**config.mk**
```make
export PLATFORM = sky130hd
export DESIGN_NAME = command_frame_receiver_flat
export DESIGN_NICKNAME = d
export VERILOG_FILES = /design/src/design/cfr_pkg.sv /design/src/design/cfr_ifs.sv /design/src/design/command_frame_receiver.sv /design/src/design/cfr_parser.sv /design/src/design/cfr_out_buf.sv /design/src/flat_wrapper.sv
export SDC_FILE = /design/constraint.sdc
export NUM_CORES = 1
export LEC_CHECK = 0
export CORE_MARGIN = 3
export CORE_UTILIZATION = 61
export CTS_BUF_LIST = sky130_fd_sc_hd__clkbuf_4
export DETAILED_ROUTE_END_ITERATION = 16
export DONT_BUFFER_PORTS = 1
export PLACE_DENSITY_LB_ADDON = 0.25
export SLEW_MARGIN = 5
export SYNTH_ARGS = -nofsm -noshare
export SYNTH_HDL_FRONTEND = slang
export SYNTH_SLANG_ARGS = --single-unit
export TNS_END_PERCENT = 30
```
**constraint.sdc**
```tcl
create_clock -name clock -period 4.9 [get_ports clock]
set_clock_uncertainty 0.2 [all_clocks]
set_input_delay 0.49 -clock clock [delete_from_list [all_inputs] [get_ports clock]]
set_output_delay 0.49 -clock clock [all_outputs]
set_load 0.01 [all_outputs]
```
**src/design/cfr_pkg.sv**
```systemverilog
// Shared types and constants of the command frame receiver.
// No dependencies; every design file of the block refers to it by scoped names, the testbench imports it.

package cfr_pkg;

   localparam int DATA_W        = 8;
   localparam int PAYLOAD_W     = 48;
   localparam int PAYLOAD_LANES = PAYLOAD_W / DATA_W;
   localparam int PAYLOAD_BYTES = 6;
   localparam int CNT_W         = 3;
   localparam logic [CNT_W-1:0] LAST_COUNT = CNT_W'(PAYLOAD_BYTES - 1);

   // result buffer occupancy when both entries are held
   localparam logic [1:0] BUF_FULL = 2'd2;

   // csr register indexes
   localparam int CSR_IDX_W = 3;
   localparam logic [CSR_IDX_W-1:0] CSR_HEADER_FIRST  = 3'd0;
   localparam logic [CSR_IDX_W-1:0] CSR_HEADER_SECOND = 3'd1;
   localparam logic [CSR_IDX_W-1:0] CSR_TYPE_VELOCITY = 3'd2;
   localparam logic [CSR_IDX_W-1:0] CSR_TYPE_PID      = 3'd3;
   localparam logic [CSR_IDX_W-1:0] CSR_TYPE_PARAMS   = 3'd4;

   localparam logic [DATA_W-1:0] HEADER_FIRST_RST  = 8'hAA;
   localparam logic [DATA_W-1:0] HEADER_SECOND_RST = 8'h55;
   localparam logic [DATA_W-1:0] TYPE_VELOCITY_RST = 8'h01;
   localparam logic [DATA_W-1:0] TYPE_PID_RST      = 8'h02;
   localparam logic [DATA_W-1:0] TYPE_PARAMS_RST   = 8'h03;

   typedef struct packed {
      logic [DATA_W-1:0] header_first;
      logic [DATA_W-1:0] header_second;
      logic [DATA_W-1:0] type_velocity_code;
      logic [DATA_W-1:0] type_pid_code;
      logic [DATA_W-1:0] type_params_code;
   } cfr_cfg_type;

   typedef struct packed {
      logic                 frame_kind;
      logic [DATA_W-1:0]    size_byte;
      logic [PAYLOAD_W-1:0] payload;
   } cfr_result_type;

   typedef enum logic [5:0] {
      PH_HEAD1   = 6'b000001,
      PH_HEAD2   = 6'b000010,
      PH_SIZE    = 6'b000100,
      PH_TYPE    = 6'b001000,
      PH_PAYLOAD = 6'b010000,
      PH_CHECK   = 6'b100000
   } cfr_phase_type;

   typedef enum logic [1:0] {
      KIND_VEL    = 2'd0,
      KIND_PID    = 2'd1,
      KIND_PARAMS = 2'd2
   } cfr_kind_type;

endpackage

```
**src/design/cfr_ifs.sv**
```systemverilog
// Valid/ready channel interfaces of the command frame receiver.
// Depends on cfr_pkg for field widths.

interface cfr_req_if;
   logic                      valid;
   logic                      ready;
   logic [cfr_pkg::DATA_W-1:0] rx_byte;

   modport source (output valid, output rx_byte, input ready);
   modport sink   (input valid, input rx_byte, output ready);
endinterface

interface cfr_rsp_if;
   logic                          valid;
   logic                          ready;
   logic                          frame_kind;
   logic [cfr_pkg::DATA_W-1:0]    size_byte;
   logic [cfr_pkg::PAYLOAD_W-1:0] payload;

   modport source (output valid, output frame_kind, output size_byte, output payload,
                   input ready);
   modport sink   (input valid, input frame_kind, input size_byte, input payload,
                   output ready);
endinterface

```
**src/design/command_frame_receiver.sv**
```systemverilog
// Top level of the command frame receiver: csr registers, parser and result buffer.
// Depends on cfr_pkg, cfr_ifs, cfr_parser and cfr_out_buf.
//
//   channel    dir   beat payload                          handshake
//   req_chan   in    rx_byte (8)                           valid/ready
//   rsp_chan   out   frame_kind (1), size_byte (8),        valid/ready
//                    payload (48)
//   csr_*      in    csr_index (3), csr_wdata (8)          csr_we, no back-pressure
//
// One received byte per cycle while req_chan.ready is high; the parser decides each byte in the cycle it is taken.
// A result beat is visible on rsp_chan the cycle after the checksum byte is taken, if the buffer was empty.
// Two result beats are buffered: req_chan.ready drops only when both are held.
// Synchronous active-high reset returns to the header hunt, empties the buffer and restores the csr reset values.

module command_frame_receiver (
   input  logic                          clock,
   input  logic                          reset,
   cfr_req_if.sink                       req_chan,
   cfr_rsp_if.source                     rsp_chan,
   input  logic                          csr_we,
   input  logic [cfr_pkg::CSR_IDX_W-1:0] csr_index,
   input  logic [cfr_pkg::DATA_W-1:0]    csr_wdata
);

   cfr_pkg::cfr_cfg_type     cfg_ff, cfg_in;
   cfr_pkg::cfr_result_type  res;
   cfr_pkg::cfr_result_type  out_data;
   logic                     res_valid;
   logic                     in_accept;
   logic                     space_ok;

   always_comb begin
      cfg_in = cfg_ff;
      if (csr_we) begin
         case (csr_index)
            cfr_pkg::CSR_HEADER_FIRST:  cfg_in.header_first       = csr_wdata;
            cfr_pkg::CSR_HEADER_SECOND: cfg_in.header_second      = csr_wdata;
            cfr_pkg::CSR_TYPE_VELOCITY: cfg_in.type_velocity_code = csr_wdata;
            cfr_pkg::CSR_TYPE_PID:      cfg_in.type_pid_code      = csr_wdata;
            cfr_pkg::CSR_TYPE_PARAMS:   cfg_in.type_params_code   = csr_wdata;
            default: ;
         endcase
      end
   end

   always_ff @(posedge clock) begin
      if (reset) begin
         cfg_ff.header_first       <= cfr_pkg::HEADER_FIRST_RST;
         cfg_ff.header_second      <= cfr_pkg::HEADER_SECOND_RST;
         cfg_ff.type_velocity_code <= cfr_pkg::TYPE_VELOCITY_RST;
         cfg_ff.type_pid_code      <= cfr_pkg::TYPE_PID_RST;
         cfg_ff.type_params_code   <= cfr_pkg::TYPE_PARAMS_RST;
      end else begin
         cfg_ff <= cfg_in;
      end
   end

   assign req_chan.ready = space_ok;
   assign in_accept      = req_chan.valid && space_ok;

   cfr_parser u_parser (
      .clock     (clock),
      .reset     (reset),
      .cfg       (cfg_ff),
      .in_accept (in_accept),
      .in_byte   (req_chan.rx_byte),
      .res_valid (res_valid),
      .res       (res)
   );

   cfr_out_buf u_out_buf (
      .clock     (clock),
      .reset     (reset),
      .push      (in_accept && res_valid),
      .push_data (res),
      .space_ok  (space_ok),
      .out_valid (rsp_chan.valid),
      .out_ready (rsp_chan.ready),
      .out_data  (out_data)
   );

   assign rsp_chan.frame_kind = out_data.frame_kind;
   assign rsp_chan.size_byte  = out_data.size_byte;
   assign rsp_chan.payload    = out_data.payload;

endmodule

```
**src/design/cfr_parser.sv**
```systemverilog
// Frame parse state machine: one received byte per accepted beat.
// Depends on cfr_pkg; produces at most one result per beat, combinationally.

module cfr_parser (
   input  logic                        clock,
   input  logic                        reset,
   input  cfr_pkg::cfr_cfg_type        cfg,
   input  logic                        in_accept,
   input  logic [cfr_pkg::DATA_W-1:0]  in_byte,
   output logic                        res_valid,
   output cfr_pkg::cfr_result_type     res
);

   cfr_pkg::cfr_phase_type            phase_ff, phase_in;
   cfr_pkg::cfr_kind_type             kind_ff, kind_in;
   logic [cfr_pkg::CNT_W-1:0]         count_ff, count_in;
   logic [cfr_pkg::DATA_W-1:0]        sum_ff, sum_in;
   logic [cfr_pkg::DATA_W-1:0]        size_ff, size_in;
   logic [cfr_pkg::PAYLOAD_W-1:0]     payload_ff, payload_in;
   logic [cfr_pkg::DATA_W-1:0]        sum_add;

   assign sum_add = sum_ff + in_byte;

   always_comb begin
      phase_in   = phase_ff;
      kind_in    = kind_ff;
      count_in   = count_ff;
      sum_in     = sum_add;
      size_in    = size_ff;
      payload_in = payload_ff;
      res_valid  = 1'b0;
      res.frame_kind = (kind_ff == cfr_pkg::KIND_PID);
      res.size_byte  = size_ff;
      res.payload    = payload_ff;

      case (phase_ff)
         cfr_pkg::PH_HEAD1: begin
            sum_in = in_byte;
            if (in_byte == cfg.header_first) begin
               phase_in = cfr_pkg::PH_HEAD2;
            end
         end
         cfr_pkg::PH_HEAD2: begin
            // a mismatch is not retried as a first header byte
            phase_in = (in_byte == cfg.header_second) ? cfr_pkg::PH_SIZE : cfr_pkg::PH_HEAD1;
         end
         cfr_pkg::PH_SIZE: begin
            size_in  = in_byte;
            phase_in = cfr_pkg::PH_TYPE;
         end
         cfr_pkg::PH_TYPE: begin
            count_in   = '0;
            payload_in = '0;
            phase_in   = cfr_pkg::PH_PAYLOAD;
            // velocity wins over PID, PID over params
            if (in_byte == cfg.type_velocity_code) begin
               kind_in = cfr_pkg::KIND_VEL;
            end else if (in_byte == cfg.type_pid_code) begin
               kind_in = cfr_pkg::KIND_PID;
            end else if (in_byte == cfg.type_params_code) begin
               kind_in = cfr_pkg::KIND_PARAMS;
            end else begin
               phase_in = cfr_pkg::PH_HEAD1;
            end
         end
         cfr_pkg::PH_PAYLOAD: begin
            for (int i = 0; i < cfr_pkg::PAYLOAD_LANES; i++) begin
               if (count_ff == cfr_pkg::CNT_W'(i)) begin
                  payload_in[cfr_pkg::DATA_W*i +: cfr_pkg::DATA_W] = in_byte;
               end
            end
            if (count_ff == cfr_pkg::LAST_COUNT) begin
               // params frames carry no checksum byte
               phase_in = (kind_ff == cfr_pkg::KIND_PARAMS) ? cfr_pkg::PH_HEAD1
                                                            : cfr_pkg::PH_CHECK;
            end else begin
               count_in = count_ff + cfr_pkg::CNT_W'(1);
            end
         end
         cfr_pkg::PH_CHECK: begin
            res_valid = (in_byte == sum_ff);
            phase_in  = cfr_pkg::PH_HEAD1;
         end
         default: begin
            phase_in = cfr_pkg::PH_HEAD1;
         end
      endcase
   end

   always_ff @(posedge clock) begin
      if (reset) begin
         phase_ff   <= cfr_pkg::PH_HEAD1;
         kind_ff    <= cfr_pkg::KIND_VEL;
         count_ff   <= '0;
         sum_ff     <= '0;
         size_ff    <= '0;
         payload_ff <= '0;
      end else if (in_accept) begin
         phase_ff   <= phase_in;
         kind_ff    <= kind_in;
         count_ff   <= count_in;
         sum_ff     <= sum_in;
         size_ff    <= size_in;
         payload_ff <= payload_in;
      end
   end

endmodule

```
**src/design/cfr_out_buf.sv**
```systemverilog
// Two-entry result buffer between the parser and the result channel.
// Depends on cfr_pkg; space_ok is decoded from the count register alone.

module cfr_out_buf (
   input  logic                     clock,
   input  logic                     reset,
   input  logic                     push,
   input  cfr_pkg::cfr_result_type  push_data,
   output logic                     space_ok,
   output logic                     out_valid,
   input  logic                     out_ready,
   output cfr_pkg::cfr_result_type  out_data
);

   logic [1:0]               count_ff, count_in;
   cfr_pkg::cfr_result_type  ent0_ff, ent0_in;
   cfr_pkg::cfr_result_type  ent1_ff, ent1_in;
   logic                     pop;
   logic [1:0]               slot;

   assign pop       = out_valid && out_ready;
   assign out_valid = (count_ff != 2'd0);
   assign out_data  = ent0_ff;
   assign space_ok  = (count_ff != cfr_pkg::BUF_FULL);
   assign slot      = count_ff - {1'b0, pop};

   always_comb begin
      ent0_in  = pop ? ent1_ff : ent0_ff;
      ent1_in  = ent1_ff;
      count_in = count_ff + {1'b0, push} - {1'b0, pop};
      if (push) begin
         if (slot == 2'd0) begin
            ent0_in = push_data;
         end else begin
            ent1_in = push_data;
         end
      end
   end

   always_ff @(posedge clock) begin
      if (reset) begin
         count_ff <= '0;
      end else begin
         count_ff <= count_in;
      end
      ent0_ff <= ent0_in;
      ent1_ff <= ent1_in;
   end

endmodule

```
**src/flat_wrapper.sv**
```systemverilog
// flat-port wrapper written by rule: the top's interface ports become plain ports
module command_frame_receiver_flat 
  (clock, reset, csr_we, csr_index, csr_wdata, req_chan_valid, req_chan_rx_byte, req_chan_ready, rsp_chan_valid, rsp_chan_frame_kind, rsp_chan_size_byte, rsp_chan_payload, rsp_chan_ready);
  cfr_req_if req_chan_i ();
  cfr_rsp_if rsp_chan_i ();
  input  logic clock;
  input  logic reset;
  input  logic csr_we;
  input  logic [cfr_pkg::CSR_IDX_W-1:0] csr_index;
  input  logic [cfr_pkg::DATA_W-1:0] csr_wdata;
  input wire logic [$bits(req_chan_i.valid)-1:0] req_chan_valid;
  input wire logic [$bits(req_chan_i.rx_byte)-1:0] req_chan_rx_byte;
  output wire logic [$bits(req_chan_i.ready)-1:0] req_chan_ready;
  output wire logic [$bits(rsp_chan_i.valid)-1:0] rsp_chan_valid;
  output wire logic [$bits(rsp_chan_i.frame_kind)-1:0] rsp_chan_frame_kind;
  output wire logic [$bits(rsp_chan_i.size_byte)-1:0] rsp_chan_size_byte;
  output wire logic [$bits(rsp_chan_i.payload)-1:0] rsp_chan_payload;
  input wire logic [$bits(rsp_chan_i.ready)-1:0] rsp_chan_ready;
  assign req_chan_i.valid = req_chan_valid;
  assign req_chan_i.rx_byte = req_chan_rx_byte;
  assign req_chan_ready = req_chan_i.ready;
  assign rsp_chan_valid = rsp_chan_i.valid;
  assign rsp_chan_frame_kind = rsp_chan_i.frame_kind;
  assign rsp_chan_size_byte = rsp_chan_i.size_byte;
  assign rsp_chan_payload = rsp_chan_i.payload;
  assign rsp_chan_i.ready = rsp_chan_ready;
  command_frame_receiver u_core (.clock(clock), .reset(reset), .req_chan(req_chan_i), .rsp_chan(rsp_chan_i), .csr_we(csr_we), .csr_index(csr_index), .csr_wdata(csr_wdata));
endmodule
```
# Word-level counts from Yosys, hierarchy flattened
# Index checks and enable logic that the tools add are counted.
# W data, S select, Z words.
# totals
register_bits	231
inputBits	24
# classes
addsub	5
n_eq_ne	32
muxes	25
n_bitwise	1
reduce_logical	25
# op_table
op	count
$mux W57	3
$pmux W48 S2	1
$mux W8	7
$eq A8 B8 Y1	6
$pmux W6 S5	1
$reduce_and A3 Y1	9
$mux W6	3
$ne A2 B2 Y1 const B	9
$mux W5	3
$reduce_and A2 Y1	7
$eq A3 B2 Y1 const B	4
$eq A3 B3 Y1 const B	3
$add A8 B8 Y8	1
$eq A3 B1 Y1 const B	2
$eq A6 B1 Y1 const B	1
$eq A6 B2 Y1 const B	1
$eq A6 B3 Y1 const B	1
$eq A6 B4 Y1 const B	1
$eq A6 B5 Y1 const B	1
$eq A6 B6 Y1 const B	1
$logic_not A3 Y1	2
$mux W2	3
$mux W3	2
$pmux W3 S2	1
11 further kinds	15

# Depth between registers and ports, before layout
# Gate-level depths: netlist of run 1.
# depth
ltp_word	6
ltp_mapped	14
mapped_depth_nobuf	9

# By module
# Synthesis of run 1 repeated with hierarchy kept, for this count alone.
# hier_totals
hier_cells	878
hier_area_um2	10393.7
# modules_own_cells
module	n_inst	cells_each	area_each_um2	seq_area_each_um2
cfr_out_buf	1	257	4586.9	2892.8
cfr_parser	1	464	4157.7	1501.4
command_frame_receiver	1	157	1649.1	800.8

# Worst setup path before layout of run 1
# OpenSTA, ideal clock, no wires.
# synth_path
path_type	flip-flop to flip-flop
startpoint	register u_core.u_out_buf.count_ff[0]
endpoint	register u_core.u_out_buf.ent1_ff[0] (netlist bit) (enable)
setup_time_ns	0.420
t_arrival_ns	3.516
required_time_ns	4.280
path_slack_ns	0.764
path_stages_with_launch	10
n_path_buf	2
period_less_slack_ns	4.136
cell_sequence	dfxtp_1 or2_2 nand2_1 buf_1 buf_1 inv_1 ha_1 xnor2_1 nand2_1 and2_1
# synth_via
elab_chain_len	6
word_cells_on_any_way	9
# synth_lines
element	line_no	text
start, declared	cfr_out_buf.sv:15	logic [1:0] count_ff, count_in;
start signal, assigned	cfr_out_buf.sv:44	count_ff <= count_in;
$reduce_bool A2 Y1	cfr_out_buf.sv:22	assign out_valid = (count_ff != 2'd0);
named net rsp_chan_valid	flat_wrapper.sv:14	output wire logic [$bits(rsp_chan_i.valid)-1:0] rsp_chan_valid;
$logic_and A1 B1 Y1	cfr_out_buf.sv:21	assign pop = out_valid && out_ready;
$sub A2 B1 Y2	cfr_out_buf.sv:25	assign slot = count_ff - {1'b0, pop};
$logic_not A2 Y1	cfr_out_buf.sv:32	if (slot == 2'd0) begin
$not A1 Y1 (no source line)	-	
$reduce_and A2 Y1 (no source line)	-	
end signal, assigned	cfr_out_buf.sv:47	ent1_ff <= ent1_in;
end, declared	cfr_out_buf.sv:17	cfr_pkg::cfr_result_type ent1_ff, ent1_in;
# The timed path passes the listed nets, and every way through them passes these cells.
# A chain may end at the register's enable or synchronous reset.

# Worst setup path after layout of run 1
# layout_path
startpoint	register u_core.u_parser.phase_ff[0]
endpoint	register u_core.u_out_buf.ent1_ff[11] (netlist bit) (enable)
# layout_via
elab_chain_len	4
# layout_lines
element	line_no	text
start, declared	cfr_parser.sv:14	cfr_pkg::cfr_phase_type phase_ff, phase_in;
start signal, assigned	cfr_parser.sv:92	phase_ff <= cfr_pkg::PH_HEAD1;
start signal, assigned	cfr_parser.sv:99	phase_ff <= phase_in;
$eq A6 B6 Y1	cfr_parser.sv:36	case (phase_ff)
$mux W1	cfr_parser.sv:36	
$logic_and A1 B1 Y1	command_frame_receiver.sv:74	.push (in_accept && res_valid),
$reduce_and A2 Y1 (no source line)	-	
# No other way between the ends.

==> impl_metrics.toml, run 1 <==
[outcome]
status = "finished clean"

[route]
routed_wl_mm = 21.25
wl_per_cell_um = 17.80
final_antenna_net_count = 0
dr.pass1.iters = 5
avgViaCountPerCell = 5.724
drc = 0
vias = 6834
drt_iter0_markers = 414

[global_route]
grt_overflow_total = 0
antenna_found_initial = 1
grt_pass1_wl_mm = 33.58
track_usage_pct = 24.81
grt_max_degree = 121
grt_pass1_vias = 6845

[pwr]
p_clk_share_pct = 35.8
p_sw_share_pct = 27.01
combinationalPowerShare_pct = 10.4
p_int_mw = 3.157
powerDensity_mw_per_mm2 = 412.5
power_frac_seq_pct = 53.8
ir_worst_vdd_v = 0.0002091
leakagePower_nw = 4.643
power_mw = 4.325
p_sw_mw = 1.168

[layout]
final-seq-area_mm2 = 0.005195
layout-drive-gt1-share_pct = 11.25
area_growth_syn_to_layout_pct = 10.26
final_nets = 999
fillCellCount = 1202
multi_input_area_mm2 = 0.003991

[worst_setup_path]
rr_endpoint = "u_core.u_out_buf.ent1_ff[11]$_DFFE_PP_"
r2r_cells = 5
timing.reg2reg.setup_slack_ns = 1.48
r2r_start = "u_core.u_parser.phase_ff[0]$_SDFFE_PP1P_"
cp-start-kind = "flop"
path_max_fanout = 35
end_kind = "flop"
cp.required_ns = 4.99
criticalPathCategory = "reg2reg"
arrival_ns = 3.51

[floorplanning]
initial_utilization_pct = 62.54
die_w_um = 130.8
die-area_mm2 = 0.01712
core_area_mm2 = 0.01520
die_y_um = 130.8
io_pins = 83
core.rowCount = 45

[logic_synthesis]
synth_cells = 934
yosysSeqAreaShare_pct = 54.64
yosys-top-cells-count = "174 x dfxtp_1, 138 x nor2_1, 110 x mux2i_1"
ys.flop_type = "dfxtp_1"
synth_area_leaders = "dfxtp_1 37%, edfxtp_1 18%, mux2i_1 12%"
async_flop_share_pct = 0
synth_area_mm2 = 0.009508
synth_warnings = 0
synth_fp_nets = 973
yosysTopAreaCellShare_pct = 36.64
yosysTopAreaCell = "dfxtp_1"
synth.most_common_cell = "dfxtp_1"
synth.distinct_cells = 50
syn_avg_cell_area_um2 = 10.18
synth-seq-cells = 231
synth_edf_count = 57

[sta]
fmax_mhz = 292.0
report.final.slew_viol_count = 0
tns_ns = 0
finalHoldViolCount = 0
slew-limit-headroom_pct = 20.40
finalCriticalPeriod_ns = 3.425
worstMarginPinSlew_ns = 1.194
setup_viol = 0
finalCritPeriodShare_pct = 69.89
grt_setup_unrepaired = "no"

[clock_network]
cts_tree = "built"
clock-sinks = 231
clock_latency_ns = 0.70
cts_buffers = 57
htree_levels = 2
clk_pin_slew_worst_paths_ns = 0.07
ctsResizeCount = 0
clockBufferDepth = 3
cts_root_buffer = "clkbuf_4"

[hold_path]
min_from = "req_chan_rx_byte[2]"
hp-class = "in2reg"
worstHoldPathCells = 5
holdPathEnd = "u_core.u_parser.phase_ff[4]$_SDFFE_PP0P_"

[placement]
port_buffers = 0
dpl.hpwl_mm = 13.17
place.gp.congestion = 0.9506

[flow_run]
drv_cap = 0
[layout by cell type, fill, tap and decap left out, types with 13 or more instances in the layout]
cell,Yosys,layout
clkbuf_4,0,87
xor2_1,27,27
dlygate4sd3_1,0,22
inv_1,13,13
xnor2_1,20,20
edfxtp_1,57,57
nand2_1,94,93
nor2_1,138,138
clkinv_1,0,14
ha_1,14,14
mux2i_1,110,110
a21oi_1,88,88
dfxtp_1,174,174
[layer usage]
layer,part of all wire (%),vias up,GRT usage (%)
li1,-,3315,-
met1,41,3224,28.64
met4,3.5,0,12.40
met3,6.6,51,6.992
met2,49,244,42.30
met5,0,-,0
[registers in the layout, summed over array words and instances, names as in the netlist]
register                    count
u_core.u_parser.sum_ff          8
u_core.u_parser.payload_ff     48
u_core.u_parser.count_ff        3
u_core.u_parser.size_ff         8
u_core.u_parser.phase_ff        6
u_core.u_out_buf.count_ff       2
u_core.cfg_ff                  40
u_core.u_out_buf.out_data      57
u_core.u_out_buf.ent1_ff       57
u_core.u_parser.kind_ff         2
[worst max-delay path by stage]
| stage | from | to | slack, ns | cells after the start |
|---|---|---|---|---|
| 5_1_grt | u_core.u_parser.phase_ff[0]$_SDFFE_PP1P_ | u_core.u_out_buf.ent1_ff[11]$_DFFE_PP_ | 1.32 | 5 |
| 3_3_place_gp | req_chan_rx_byte[4] | u_core.u_out_buf.ent1_ff[18]$_DFFE_PP_ | 1.62 | 5 |
| 4_1_cts | u_core.u_parser.phase_ff[0]$_SDFFE_PP1P_ | u_core.u_out_buf.ent1_ff[11]$_DFFE_PP_ | 1.48 | 5 |
| 2_1_floorplan | u_core.u_out_buf.count_ff[0]$_SDFF_PP0_ | u_core.u_out_buf.ent1_ff[0]$_DFFE_PP_ | 0.76 | 9 |
| 3_5_place_dp | req_chan_rx_byte[4] | u_core.u_out_buf.ent1_ff[10]$_DFFE_PP_ | 1.51 | 5 |
| 6_report | u_core.u_parser.phase_ff[0]$_SDFFE_PP1P_ | u_core.u_out_buf.ent1_ff[11]$_DFFE_PP_ | 1.48 | 5 |
[per-stage QoR]
| step | hold slack (ns) | setup slack (ns) | instances | cell area, µm² | utilization [%] |
|---|---|---|---|---|---|
| 2_1_floorplan | 0.2302 | 0.7637 | 934 | 9508 | - |
| 3_3_place_gp | 0.2377 | 1.621 | 1066 | 9508 | 62.54 |
| 3_5_place_dp | 0.2457 | 1.506 | 1066 | 9508 | 62.54 |
| 4_1_cts | 0.004578 | 1.479 | 1192 | 10480 | 68.93 |
| 5_1_grt | 0.04426 | 1.316 | 1193 | 10480 | 68.95 |
| 6_report | 0.04787 | 1.475 | 1194 | 10480 | 68.96 |
[timing repair]
item,in CTS,in global routing
setup buffers,0,0
endpoints found under the hold margin,117,0
hold buffers,23,0
setup endpoints to repair,0,0
[logic make-up (layout without fill, tap and decap cells)]
group                    after synthesis  in the layout  synth area share [%]
multiplexers                         111            111                 11.70
XOR/XNOR                              47             47                 4.330
AO/OA/AOI/OAI                        139            139                 8.777
other                                  0              2                     0
flip-flops                           231            231                 54.64
buffers and inverters                 74            144                 3.514
AND/OR/NAND/NOR                      317            317                 14.99
adder cells (fa/ha/maj)               15             15                 2.053
[final cells by class]
class                   count  area share, %
repair buffers             28          2.721
well taps                 188          2.244
flip-flops and latches    231          49.55
diodes                      2        0.04774
multi-input cells         629          38.07
clock inverters            16         0.6683
clock buffers              87          6.230
inverters                  13         0.4654
[power groups by stage]
| stage | clock network [mW] | registers [mW] | logic (mW) |
|---|---|---|---|
| after global placement | 0 | 2.37 | 0.388 |
| after global routing | 1.70 | 2.35 | 0.503 |
| after CTS | 1.59 | 2.33 | 0.449 |
| after detailed placement | 0 | 2.38 | 0.407 |
| final | 1.55 | 2.33 | 0.450 |
| after floorplan | 0 | 2.33 | 0.364 |
[worst max-delay path, cell delays in order, from the launching register on]
cell and delay [ns]:
dfxtp_1 0.37, or4_1 0.59, or4_1 0.45, nor3_1 0.28
and2_2 0.58, buf_4 0.51
No activity file was read; power rests on OpenSTA's default activity.
==> inputs of run 2 (changes only) <==
--- a/config.mk
+++ b/config.mk
@@ -5,6 +5,7 @@
 export SDC_FILE = /design/constraint.sdc
 export NUM_CORES = 1
 export LEC_CHECK = 0
+export ABC_AREA = 1
 export CORE_MARGIN = 3
 export CORE_UTILIZATION = 61
 export CTS_BUF_LIST = sky130_fd_sc_hd__clkbuf_4
==> constraint.sdc (replaced) <==
create_clock -name clock -period 3.3 [get_ports clock]
set_clock_uncertainty 0.2 [all_clocks]
set_input_delay 0.33 -clock clock [delete_from_list [all_inputs] [get_ports clock]]
set_output_delay 0.33 -clock clock [all_outputs]
set_load 0.01 [all_outputs]
==> impl_metrics.toml, run 2 <==
[logic_synthesis]
syn_avg_cell_area_um2 = 8.977
yosysTopAreaCellShare_pct = 35.37
synth_area_mm2 = 0.009848
ys.flop_type = "dfxtp_1"
synth_cells = 1097
synth.most_common_cell = "dfxtp_1"
synth_area_leaders = "dfxtp_1 35%, edfxtp_1 17%, nand2_1 5.9%"
yosys-top-cells-count = "174 x dfxtp_1, 156 x nand2_1, 107 x o21ai_0"
synth.distinct_cells = 40
synth_warnings = 0
synth_fp_nets = 1136
synth_edf_count = 57
yosysSeqAreaShare_pct = 52.75
async_flop_share_pct = 0
synth-seq-cells = 231
yosysTopAreaCell = "dfxtp_1"

[route]
routed_wl_mm = 22.84
met1_length_mm = 9.556
final_antenna_net_count = 0
wl_per_cell_um = 16.30
vias = 7685
wl_met2_mm = 10.94
drc = 0
drt_iter0_markers = 636
highest_layer = "met4"
avgViaCountPerCell = 5.485
wl_met3_mm = 1.620
dr.pass1.iters = 5

[worst_setup_path]
path_max_fanout = 6
criticalPathCategory = "in2reg"
max_stage_delay_ns = 0.59
r2r_start = "u_core.u_out_buf.count_ff[0]$_SDFF_PP0_"
worst_path_max_delay_cell = "dlygate4sd3_1"
crit_buf_inv = 5
crit_chain = "dlygate4sd3_1, inv_1, nor2_1, nand2_1, dlygate4sd3_1, nor2_1, a21oi_1, dlygate4sd3_1, o21ai_0, dlygate4sd3_1"
path_delay_family = "buffers and inverters"
cp.required_ns = 3.71
cp-start-kind = "input port"
end_kind = "flop"
crit_top_cell = "dlygate4sd3_1"
crit_start = "csr_we"
arrival_ns = 3.47

[clock_network]
clock-sinks = 231
clockBufferDepth = 3
htree_levels = 2
clk_pin_slew_worst_paths_ns = 0.07
cts_root_buffer = "clkbuf_4"
cts_tree = "built"
ctsResizeCount = 0
cts_buffers = 58
clock_latency_ns = 0.67

[floorplanning]
io_pins = 83
die_w_um = 133.1
core.rowCount = 45
initial_utilization_pct = 63.60
die_y_um = 133.1
core_area_mm2 = 0.01548
die-area_mm2 = 0.01771

[pwr]
leakagePower_nw = 4.546
powerDensity_mw_per_mm2 = 757.1
ir_worst_vdd_v = 0.0004207

[sta]
report.final.slew_viol_count = 0
grt_setup_unrepaired = "no"
finalHoldViolCount = 0
tns_ns = 0
finalCriticalPeriod_ns = 3.056
finalCritPeriodShare_pct = 92.60
worstMarginPinSlew_ns = 0.8276
fmax_mhz = 327.2
slew-limit-headroom_pct = 44.65
setup_viol = 0

[layout]
area_growth_syn_to_layout_pct = 12.22
layout-drive-gt1-share_pct = 18.32
final_nets = 1183
final_common_cell = "dfxtp_1"
layout_common_cells = "174 x dfxtp_1, 156 x nand2_1, 107 x o21ai_0, 94 x clkbuf_4, 93 x inv_1"
postLayoutCellArea_mm2 = 0.01105
num_antenna_cells = 0

[hold_path]
min_from = "req_chan_rx_byte[1]"
hp-class = "in2reg"

[global_route]
antenna_found_initial = 0
grt_overflow_total = 0
grt_pass1_vias = 7578
grt_pass1_wl_mm = 37.38
track_usage_pct = 25.73
grt_max_degree = 58

[outcome]
status = "finished clean"

[placement]
port_buffers = 0
place.gp.congestion = 0.8865
dpl-instance-area_mm2 = 0.009923
dpl.hpwl_mm = 14.01

[flow_run]
drv_cap = 0
run 2: timing repair:
action / in CTS / in global routing
hold endpoints to repair: 104 / 0
buffers inserted: 0 / 0
hold buffers: 34 / 0
run 2: worst register-to-register path, cell delays in order, from the launching register on:
cell and delay, ns:
dfxtp_1 0.32, inv_1 0.05, nand2_1 0.22, nand2_2 0.31, inv_1 0.45, nand3_1 0.36, nand2_1 0.14, a21oi_1 0.06
dlygate4sd3_1 0.59
run 2: through the flow:
stage / setup WS, ns / util (%) / std cells / hold WS [ns] / power (mW)
global placement: 0.7546 / 64.09 / 1261 / 0.2056 / 5.783
global route: 0.1785 / 71.38 / 1401 / 0.06148 / 8.866
CTS: 0.3843 / 71.38 / 1401 / 0.005049 / 8.414
detailed placement: 0.6824 / 64.09 / 1261 / 0.2071 / 5.861
finish: 0.2442 / 71.38 / 1401 / 0.01645 / 8.368
floorplan: 0.1036 / - / 1097 / 0.2082 / 5.439
run 2: kinds of logic after synthesis:
| family | after synthesis | share of synthesized area, % |
|---|---|---|
| flops | 231 | 52.75 |
| simple gates | 380 | 17.53 |
| fa+ha+maj | 15 | 1.982 |
| xor+xnor | 37 | 3.291 |
| compound gates | 275 | 17.36 |
| buf+inv | 159 | 7.089 |
run 2: final cells by class:
| cell class | instances | area, µm² |
|---|---|---|
| Clock buffer | 94 | 705.7 |
| Clock inverter | 12 | 82.58 |
| Fill cell | 1175 | 4432 |
| Inverter | 101 | 379.1 |
| Multi-Input combinational cell | 707 | 3965 |
| Sequential cell | 231 | 5195 |
| Tap cell | 211 | 264.0 |
| Timing Repair Buffer | 45 | 460.4 |
run 2: path summary, 6_finish.rpt:
path / to / slack, ns / cells after the start
min: u_core.u_parser.phase_ff[0]$_SDFFE_PP1P_ / 0.02 / 8
max: u_core.cfg_ff[9]$_SDFFE_PP1P_ / 0.24 / 10
max reg2reg: u_core.u_parser.payload_ff[46]$_SDFFE_PP0P_ / 0.51 / 8
min reg2reg: u_core.u_out_buf.ent1_ff[15]$_DFFE_PP_ / 0.20 / 0
run 2: layer usage:
metal  track usage [%]  vias to the layer above
li1                  -                     3794
met1             32.17                     3575
met2             42.27                      262
met3             6.122                       54
met4             11.95                        0
met5                 0                        -
run 2: power breakdown:
part	leakage [nW]	total (mW)	switching, mW	internal (mW)
Combinational	2.08	1.99	1.10	0.888
Sequential	2.00	3.90	0.503	3.40
Clock	0.471	2.48	1.12	1.37
Total	4.55	8.37	2.72	5.65
